$ cat config.mk
export PLATFORM = sky130hd
export DESIGN_NAME = msp_frame_receiver_core
export DESIGN_NICKNAME = d
export VERILOG_FILES = /design/src/rtl/msp_rx_pkg.sv /design/src/rtl/msp_frame_receiver_core.sv
export SDC_FILE = /design/constraint.sdc
export NUM_CORES = 1
export LEC_CHECK = 0
export ABC_AREA = 0
export BUFFER_PORTS_ARGS = -buffer_cell sky130_fd_sc_hd__buf_2
export CORE_MARGIN = 3
export CORE_UTILIZATION = 50
export DETAILED_ROUTE_END_ITERATION = 7
export GPL_TIMING_DRIVEN = 0
export MAX_ROUTING_LAYER = met4
export PLACE_DENSITY = 0.83
export SLEW_MARGIN = 20
export SYNTH_ARGS = -nofsm -noshare
export SYNTH_HDL_FRONTEND = slang
export SYNTH_SLANG_ARGS = --single-unit
$ cat constraint.sdc
create_clock -name clk -period 6.5 [get_ports clk]
set_input_delay 0.975 -clock clk [delete_from_list [all_inputs] [get_ports clk]]
set_output_delay 0.975 -clock clk [all_outputs]
set_load 0.02 [all_outputs]
$ cat src/rtl/msp_rx_pkg.sv
package msp_rx_pkg;

    localparam logic [7:0] MARK_DOLLAR = 8'h24;
    localparam logic [7:0] MARK_M      = 8'h4D;
    localparam logic [7:0] MARK_GT     = 8'h3E;

    typedef enum logic [2:0] {
        PH_HUNT = 3'd0,
        PH_M    = 3'd1,
        PH_GT   = 3'd2,
        PH_SIZE = 3'd3,
        PH_CMD  = 3'd4,
        PH_DATA = 3'd5,
        PH_SUM  = 3'd6
    } phase_t;

    typedef enum logic {
        KIND_PAYLOAD = 1'b0,
        KIND_END     = 1'b1
    } kind_t;

endpackage

$ cat src/rtl/msp_frame_receiver_core.sv
// Channel   | valid     | ready     | payload
// ----------+-----------+-----------+--------------------------------------------
// receive   | rx_valid  | rx_ready  | rx_byte
// result    | res_valid | res_ready | result_kind, payload_byte, payload_index,
//           |           |           | command_code, frame_length, checksum_ok
//
// One byte is taken per cycle unless a stalled result holds it, as told below.
// The input register feeds the phase logic, whose result lands in the output register.
// rst_n clears the parser to hunting for the start mark and empties both registers.
// A stalled result holds only bytes that give a result; header bytes still flow.
module msp_frame_receiver_core (
    input  logic       clk,
    input  logic       rst_n,
    input  logic       rx_valid,
    output logic       rx_ready,
    input  logic [7:0] rx_byte,
    output logic       res_valid,
    input  logic       res_ready,
    output logic       result_kind,
    output logic [7:0] payload_byte,
    output logic [7:0] payload_index,
    output logic [7:0] command_code,
    output logic [7:0] frame_length,
    output logic       checksum_ok
);
    import msp_rx_pkg::*;

    logic       in_valid_reg;
    logic [7:0] in_byte_reg;

    phase_t     phase_reg, phase_next;
    logic [7:0] size_reg, size_next;
    logic [7:0] cmd_reg, cmd_next;
    logic [7:0] count_reg, count_next;
    logic [7:0] xor_reg, xor_next;

    logic       out_valid_reg;
    logic       out_kind_reg;
    logic [7:0] out_byte_reg;
    logic [7:0] out_index_reg;
    logic [7:0] out_cmd_reg;
    logic [7:0] out_len_reg;
    logic       out_ok_reg;

    logic       emit;
    logic       out_free;
    logic       advance;
    logic [7:0] count_inc;

    assign out_free  = !out_valid_reg || res_ready;
    assign advance   = in_valid_reg && (!emit || out_free);
    assign rx_ready  = !in_valid_reg || advance;
    assign count_inc = count_reg + 8'd1;

    always_comb
    begin
        phase_next = phase_reg;
        size_next  = size_reg;
        cmd_next   = cmd_reg;
        count_next = count_reg;
        xor_next   = xor_reg;
        emit       = 1'b0;
        unique case (phase_reg)
            PH_M:
            begin
                phase_next = (in_byte_reg == MARK_M) ? PH_GT : PH_HUNT;
            end
            PH_GT:
            begin
                phase_next = (in_byte_reg == MARK_GT) ? PH_SIZE : PH_HUNT;
            end
            PH_SIZE:
            begin
                size_next  = in_byte_reg;
                xor_next   = in_byte_reg;
                count_next = 8'd0;
                phase_next = PH_CMD;
            end
            PH_CMD:
            begin
                cmd_next   = in_byte_reg;
                xor_next   = xor_reg ^ in_byte_reg;
                phase_next = (size_reg == 8'd0) ? PH_SUM : PH_DATA;
            end
            PH_DATA:
            begin
                xor_next   = xor_reg ^ in_byte_reg;
                count_next = count_inc;
                emit       = 1'b1;
                if (count_inc == size_reg)
                begin
                    phase_next = PH_SUM;
                end
            end
            PH_SUM:
            begin
                emit       = 1'b1;
                phase_next = PH_HUNT;
            end
            default:
            begin
                phase_next = (in_byte_reg == MARK_DOLLAR) ? PH_M : PH_HUNT;
            end
        endcase
    end

    always_ff @(posedge clk or negedge rst_n)
    begin
        if (!rst_n)
        begin
            in_valid_reg <= 1'b0;
        end
        else if (rx_ready)
        begin
            in_valid_reg <= rx_valid;
        end
    end

    always_ff @(posedge clk)
    begin
        if (rx_valid && rx_ready)
        begin
            in_byte_reg <= rx_byte;
        end
    end

    always_ff @(posedge clk or negedge rst_n)
    begin
        if (!rst_n)
        begin
            phase_reg <= PH_HUNT;
            size_reg  <= 8'd0;
            cmd_reg   <= 8'd0;
            count_reg <= 8'd0;
            xor_reg   <= 8'd0;
        end
        else if (advance)
        begin
            phase_reg <= phase_next;
            size_reg  <= size_next;
            cmd_reg   <= cmd_next;
            count_reg <= count_next;
            xor_reg   <= xor_next;
        end
    end

    always_ff @(posedge clk or negedge rst_n)
    begin
        if (!rst_n)
        begin
            out_valid_reg <= 1'b0;
        end
        else if (out_free)
        begin
            out_valid_reg <= advance && emit;
        end
    end

    // load the result for the request that leaves the input register
    always_ff @(posedge clk)
    begin
        if (advance && emit)
        begin
            out_cmd_reg <= cmd_reg;
            out_len_reg <= size_reg;
            if (phase_reg == PH_SUM)
            begin
                out_kind_reg  <= KIND_END;
                out_byte_reg  <= 8'd0;
                out_index_reg <= 8'd0;
                out_ok_reg    <= (xor_reg == in_byte_reg);
            end
            else
            begin
                out_kind_reg  <= KIND_PAYLOAD;
                out_byte_reg  <= in_byte_reg;
                out_index_reg <= count_reg;
                out_ok_reg    <= 1'b0;
            end
        end
    end

    assign res_valid     = out_valid_reg;
    assign result_kind   = out_kind_reg;
    assign payload_byte  = out_byte_reg;
    assign payload_index = out_index_reg;
    assign command_code  = out_cmd_reg;
    assign frame_length  = out_len_reg;
    assign checksum_ok   = out_ok_reg;

endmodule

# ---- Word-level counts from Yosys, hierarchy flattened
# Cells that the tools add are included.
dict set report op_classes {
  n_addsub 1
  eq_ne 12
  muxes 10
  n_bitwise 1
  n_reduce_logical 19
}
# cell count
set op_table {}
lappend op_table {{$pmux 8 s2} 2}
lappend op_table {{$pmux 3 s6} 1}
lappend op_table {{$eq 8x6->1 const B} 2}
lappend op_table {{$eq 8x8->1} 2}
lappend op_table {{$reduce_and 2->1} 5}
lappend op_table {{$eq 3x3->1 const B} 3}
lappend op_table {{$add 8x1->8 const B} 1}
lappend op_table {{$eq 8x7->1 const B} 1}
lappend op_table {{$logic_not 8->1} 1}
lappend op_table {{$xor 8x8->8} 1}
lappend op_table {{$eq 3x2->1 const B} 2}
lappend op_table {{$mux 2} 3}
lappend op_table {{$reduce_bool 2->1} 2}
lappend op_table {{$reduce_or 2->1} 2}
lappend op_table {{$eq 3x1->1 const B} 1}
lappend op_table {{$logic_and 1x1->1} 3}
lappend op_table {{$logic_not 1->1} 3}
lappend op_table {{$logic_or 1x1->1} 3}
lappend op_table {{$mux 1} 3}
lappend op_table {{$mux 3} 1}
lappend op_table {{$ne 2x2->1 const B} 1}
dict set report word_totals {
  register_bits 79
  input_bits 12
  wordCells 57
}

# ---- Depth between registers and ports, before layout
dict set report logic_depth {
  word_depth 8
  ltp_mapped 7
  mapped_depth_nobuf 6
}

# ---- Worst setup path after synthesis
# No wires, ideal clock.
dict set report synth_path {
  path_kind {input to register}
  startpoint {in res_ready}
  endpoint {reg out_ok_reg (netlist: checksum_ok) (enable)}
  setup_time_ns 0.438
  t_arrival_ns 2.941
  required_ns 6.062
  path_slack_ns 3.122
  path_stages 3
  path_buffers 0
  cell_sequence {nand3b_1 -> o21ai_4 -> a21oi_1}
}
dict set report synth_between {
  elab_chain_len 4
}
# item line
set synth_rtl {}
lappend synth_rtl {{from (decl)} msp_frame_receiver_core.sv:18} ;# input logic res_ready,
lappend synth_rtl {{$logic_or 1x1->1} msp_frame_receiver_core.sv:50} ;# assign out_free = !out_valid_reg || res_ready;
lappend synth_rtl {{$logic_or 1x1->1} msp_frame_receiver_core.sv:51} ;# assign advance = in_valid_reg && (!emit || out_free);
lappend synth_rtl {{$logic_and 1x1->1} msp_frame_receiver_core.sv:51}
lappend synth_rtl {{$logic_and 1x1->1} msp_frame_receiver_core.sv:162} ;# if (advance && emit)
lappend synth_rtl {{to (signal assigned)} msp_frame_receiver_core.sv:171} ;# out_ok_reg <= (xor_reg == in_byte_reg);
lappend synth_rtl {{to (decl)} msp_frame_receiver_core.sv:43} ;# logic out_ok_reg;
# No other way between the ends.
# A chain may end at the register's enable or synchronous reset.

# ---- Final worst setup path
dict set report layout_path {
  startpoint {reg phase_reg[1]}
  endpoint {out rx_ready}
}
dict set report layout_between {
  elab_chain_len 7
  word_cells_on_any_way 8
  classes_between {2 x eq/ne; 1 x mux; 5 x reduce/logical}
}
# item line
set layout_rtl {}
lappend layout_rtl {{from (decl)} msp_frame_receiver_core.sv:31} ;# phase_t phase_reg, phase_next;
lappend layout_rtl {{from (signal assigned)} msp_frame_receiver_core.sv:139} ;# phase_reg <= phase_next;
lappend layout_rtl {{$eq 3x3->1} msp_frame_receiver_core.sv:63} ;# unique case (phase_reg)
lappend layout_rtl {{$reduce_or 2->1 (no line) (*)} -}
lappend layout_rtl {{$mux 1 (*)} msp_frame_receiver_core.sv:63}
lappend layout_rtl {{$logic_not 1->1 (*)} msp_frame_receiver_core.sv:51}
lappend layout_rtl {{$logic_or 1x1->1 (*)} msp_frame_receiver_core.sv:51}
lappend layout_rtl {{$logic_and 1x1->1 (*)} msp_frame_receiver_core.sv:51}
lappend layout_rtl {{$logic_or 1x1->1 (*)} msp_frame_receiver_core.sv:52} ;# assign rx_ready = !in_valid_reg || advance;
lappend layout_rtl {{to (decl)} msp_frame_receiver_core.sv:15} ;# output logic rx_ready,
# Every way passes the cells marked *; elsewhere a longest branch is shown, timed or not.

==> reports/metrics.sh <==
DR.FIRST_ITER.DRC_COUNT=151
IO_PINS=48
GRT_SETUP_UNREPAIRED='false'
SYNTH.MUX.AREA_FRACTION_PCT=3.65
INITIAL_UTILIZATION_PCT=52.3
POST_SYNTH_AND_OR_NAND_NOR_AREA_FRACTION_PCT=16.2
SYNTHADDERAREAFRAC_PCT=0.348
CTS_SETUP_BUFFERS=0
SYNTH_COMPOUND_GATE_AREA_SHARE_PCT=10.9
VIASPERCELL=5.43
FINISH.INSTANCE_AREA_UM2=4200
CLOCK.FMAX_GHz=0.340
DRT-PASS1-ITER-COUNT=4
SYNTH_TOP_FAMILY_BY_AREA='simple AND/OR/NAND/NOR gates'
VIA_COUNT_OF_THE_FIRST_GLOBAL_ROUTING_PASS=2386
PLACED_WIRE_LENGTH_ESTIMATE_UM=4760
WORST_PIN_SLEW_NS=0.829
CTS_MADE_BUFFERS=9
TIMING.HOLD.WORST_ENDPOINT='command_code[1]'
CTS.SINK_COUNT=79
DRIVE_ABOVE_1_SHARE_PCT=26.5
IR_DROP_V=0.000171
CTS_HOLD_BUFFERS=0
SLEW_HEADROOM_PCT=44.8
POWER.DENSITY_CELL_AREA_nW_PER_UM2=424
WIRELENGTH_UM=6870
SYN-MEAN-INSTANCE-AREA_UM2=12.4
FRACTION_OF_SYNTHESIS_FLOPS_USING_AN_ASYNCHRONOUS_SET_OR_RESET_PIN_PCT=46.8
SYNTHTOLAYOUTAREAGROWTH_PCT=16.7
FINAL_HOLD_VIOLATION_COUNT=0
REMAINING_DRC_ERRORS=0
DIE-HEIGHT_UM=90.8
DIE_WIDTH_UM=90.8
SYNTH_CELLS=291
CRITPATHARRIVALTIME_NS=1.96
GRT_MAX_DEGREE=38
GR-USAGE-ALL-LAYERS_PCT=18.5
GRT_PASS1_WL_UM=11700
XOR_XNOR_CELL_AREA_SHARE_OF_THE_YOSYS_NETLIST_PCT=4.35
PERIOD_NEEDED_NS=2.94
DIE_FOOTPRINT_UM2=8240
CORE_REGION_AREA_UM2=6870
CTSHTREEMAXLEVEL=3
HOLD_START='cmd_reg[1]'
POSTSYNTHREGISTERBITS=79
FIN_CRIT_SH_PCT=45.2
CLOCK_TREE.ROOT_CELL='sky130_fd_sc_hd__clkbuf_8'
REG2REGPATHDEPTH=6
DRT-WIRELENGTH-PER-CELL_UM=15.2
SYNTH.AREA.TOP_CELLS='sky130_fd_sc_hd__edfxtp_1 35%, sky130_fd_sc_hd__dfrtp_1 26%, sky130_fd_sc_hd__nand2_1 3.7%, sky130_fd_sc_hd__mux2_2 2.8%, sky130_fd_sc_hd__and2_1 2.6%'
SYN-NUM-NETS=304
NUMBER_OF_VIAS_IN_THE_ROUTED_LAYOUT=2451
SETUP.WORST_PATH.START_CLASS='flip-flop'
POSTSYNTH.TOPFLOPCELL='sky130_fd_sc_hd__edfxtp_1'
TIMING.CLOCK.SKEW_NS=0.00434
CTS_MAX_PATH_BUFFERS=2
RESIZED_CELLS_POST_CTS=0
FINALHOLDWORSTSLACK_NS=0.462
GRT_ANTENNA_BEFORE_REPAIR=0
CRIT_TYPE='flip-flop to primary output'
CLK_PIN_SLEW_NS=0.09
CRIT_PATH_MAX_FANOUT=9
ANTENNA_CELLS=0
FILLER_CELL_COUNT=542
YOSYSSEQAREASHARE_PCT=60.8
SLEW_VIOL_FINAL=0
CLOCK_LATENCY_ON_THE_WORST_SKEW_PAIR_NS=0.36
CRITICAL_PATH.REG2REG.ENDPOINT='frame_length[4]'
YS_TYPES=60
TIMING.CRITICAL_PATH.TO_TYPE='primary output'
STATUS='completed'
PLACEDINSTANCEAREA_UM2=3990
FIN_SETUP_TNS_NS=0
HP-CLASS='flip-flop to flip-flop'
FINISHED_CORE_UTIL_PCT=61.1
TRITONCTS='done'
HOLD_PATH_DEPTH=0
PORT_BUFFERS=47
MAX_CAPACITANCE_VIOLATION_COUNT=0
WORST-ENDPOINT-REQUIRED_NS=5.52
PLACE.GP.CONGESTION=0.849
DRT.ANTENNA.VIOLATING_NETS=0
SYNTHDOMINANTCELLAREASHARE_PCT=35.1
R2R_START='phase_reg[1]'
POWER.STATIC_LEAKAGE_nW=1.75
OVERFLOW=0
ROWS=30
TIMING.FINAL.SETUP_VIOLATIONS=0
SYNTH_TOP_AREA_CELL='sky130_fd_sc_hd__edfxtp_1'
WORST_SLACK_NS=3.56
FINAL_NET_COUNT=363
YS_WARN_COUNT=0
SETUP.REG_TO_REG.WORST_SLACK_NS=4.26
SYNTH_ENABLE_FLOP_CELLS=42
SYNTH_AREA_UM2=3590
DP_SLACK_NS=3.93
[layout make-up]
| type | count | area [um^2] | share of cell area (%) |
|---|---|---|---|
| flip-flops and latches | 79 | 2190 | 52.1 |
| multi-input cells | 189 | 1280 | 30.6 |
| repair buffers | 48 | 263 | 6.26 |
| clock buffers | 9 | 124 | 2.95 |
| plain buffers | 20 | 123 | 2.92 |
| well taps | 96 | 120 | 2.86 |
| clock inverters | 7 | 83.8 | 2.00 |
| inverters | 3 | 11.3 | 0.268 |
[routing by layer]
| layer | global-route usage, % | part of all wire (%) |
|---|---|---|
| met5 | - | 0 |
| met4 | 6.66 | 2.4 |
| met3 | 4.92 | 6.1 |
| met2 | 28.5 | 47 |
| met1 | 23.7 | 44 |
[through the flow]
step                instances  power, mW
finish                    451       1.78
global route              451       1.89
global placement          434       1.36
floorplan                 291       1.24
detailed placement        435       1.41
CTS                       451       1.78
[cells in the final DEF, fill, tap and decap left out, drive strengths merged, types with 2 or more instances in the layout]
cell type and count:
nand2 35, buf 60, nor2 16, nor3 2
or3 2, o211ai 4, nor2b 3, mux2i 3
inv 8, o21ai 6, nor3b 2, mux2 9
nand2b 3, a22o 3, dfrtp 37, xnor2 8
a311oi 8, edfxtp 42, and2 17, nor4 4
a21o 5, clkbuf 17, xor2 9, nand4 2
nand3 8, or2 4, a21oi 16
[cell families after synthesis]
family | count (synthesis)
fa+ha+maj | 1
flops | 79
compound gates | 52
xor+xnor | 17
mux | 12
buf+inv | 23
simple gates | 107
[worst max-delay path, stage by stage, from the launching register on]
cell,delay [ns]
sky130_fd_sc_hd__dfrtp_1,0.37
sky130_fd_sc_hd__buf_4,0.17
sky130_fd_sc_hd__nand2b_1,0.16
sky130_fd_sc_hd__clkbuf_8,0.17
sky130_fd_sc_hd__nor2_1,0.37
sky130_fd_sc_hd__o211ai_1,0.19
sky130_fd_sc_hd__buf_2,0.19
[how the worst max path moves through the flow]
stage,start,slack [ns],to,depth (start not counted)
2_1_floorplan,res_ready,3.12,checksum_ok,3
3_3_place_gp,res_ready,2.38,payload_index[6],4
3_5_place_dp,phase_reg[1],3.93,rx_ready,6
4_1_cts,phase_reg[0],3.53,rx_ready,6
5_1_grt,phase_reg[1],3.36,rx_ready,6
6_report,phase_reg[1],3.56,rx_ready,6
[power breakdown]
group / switching [mW] / internal, mW / total [mW]
Sequential: 0.116 / 0.697 / 0.813
Clock: 0.195 / 0.185 / 0.380
Combinational: 0.328 / 0.258 / 0.586
[Yosys cell counts, drive strengths merged, types with 2 or more instances]
master / number
edfxtp: 42
dfrtp: 37
nand2: 35
and2: 17
a21oi: 16
nor2: 16
buf: 12
mux2: 9
xor2: 9
a311oi: 8
clkbuf: 8
nand3: 8
xnor2: 8
o21ai: 6
a21o: 5
nor4: 4
o211ai: 4
or2: 4
a22o: 3
inv: 3
mux2i: 3
nand2b: 3
nor2b: 3
nand4: 2
nor3: 2
nor3b: 2
or3: 2
Power figures use the tool's default switching activity.
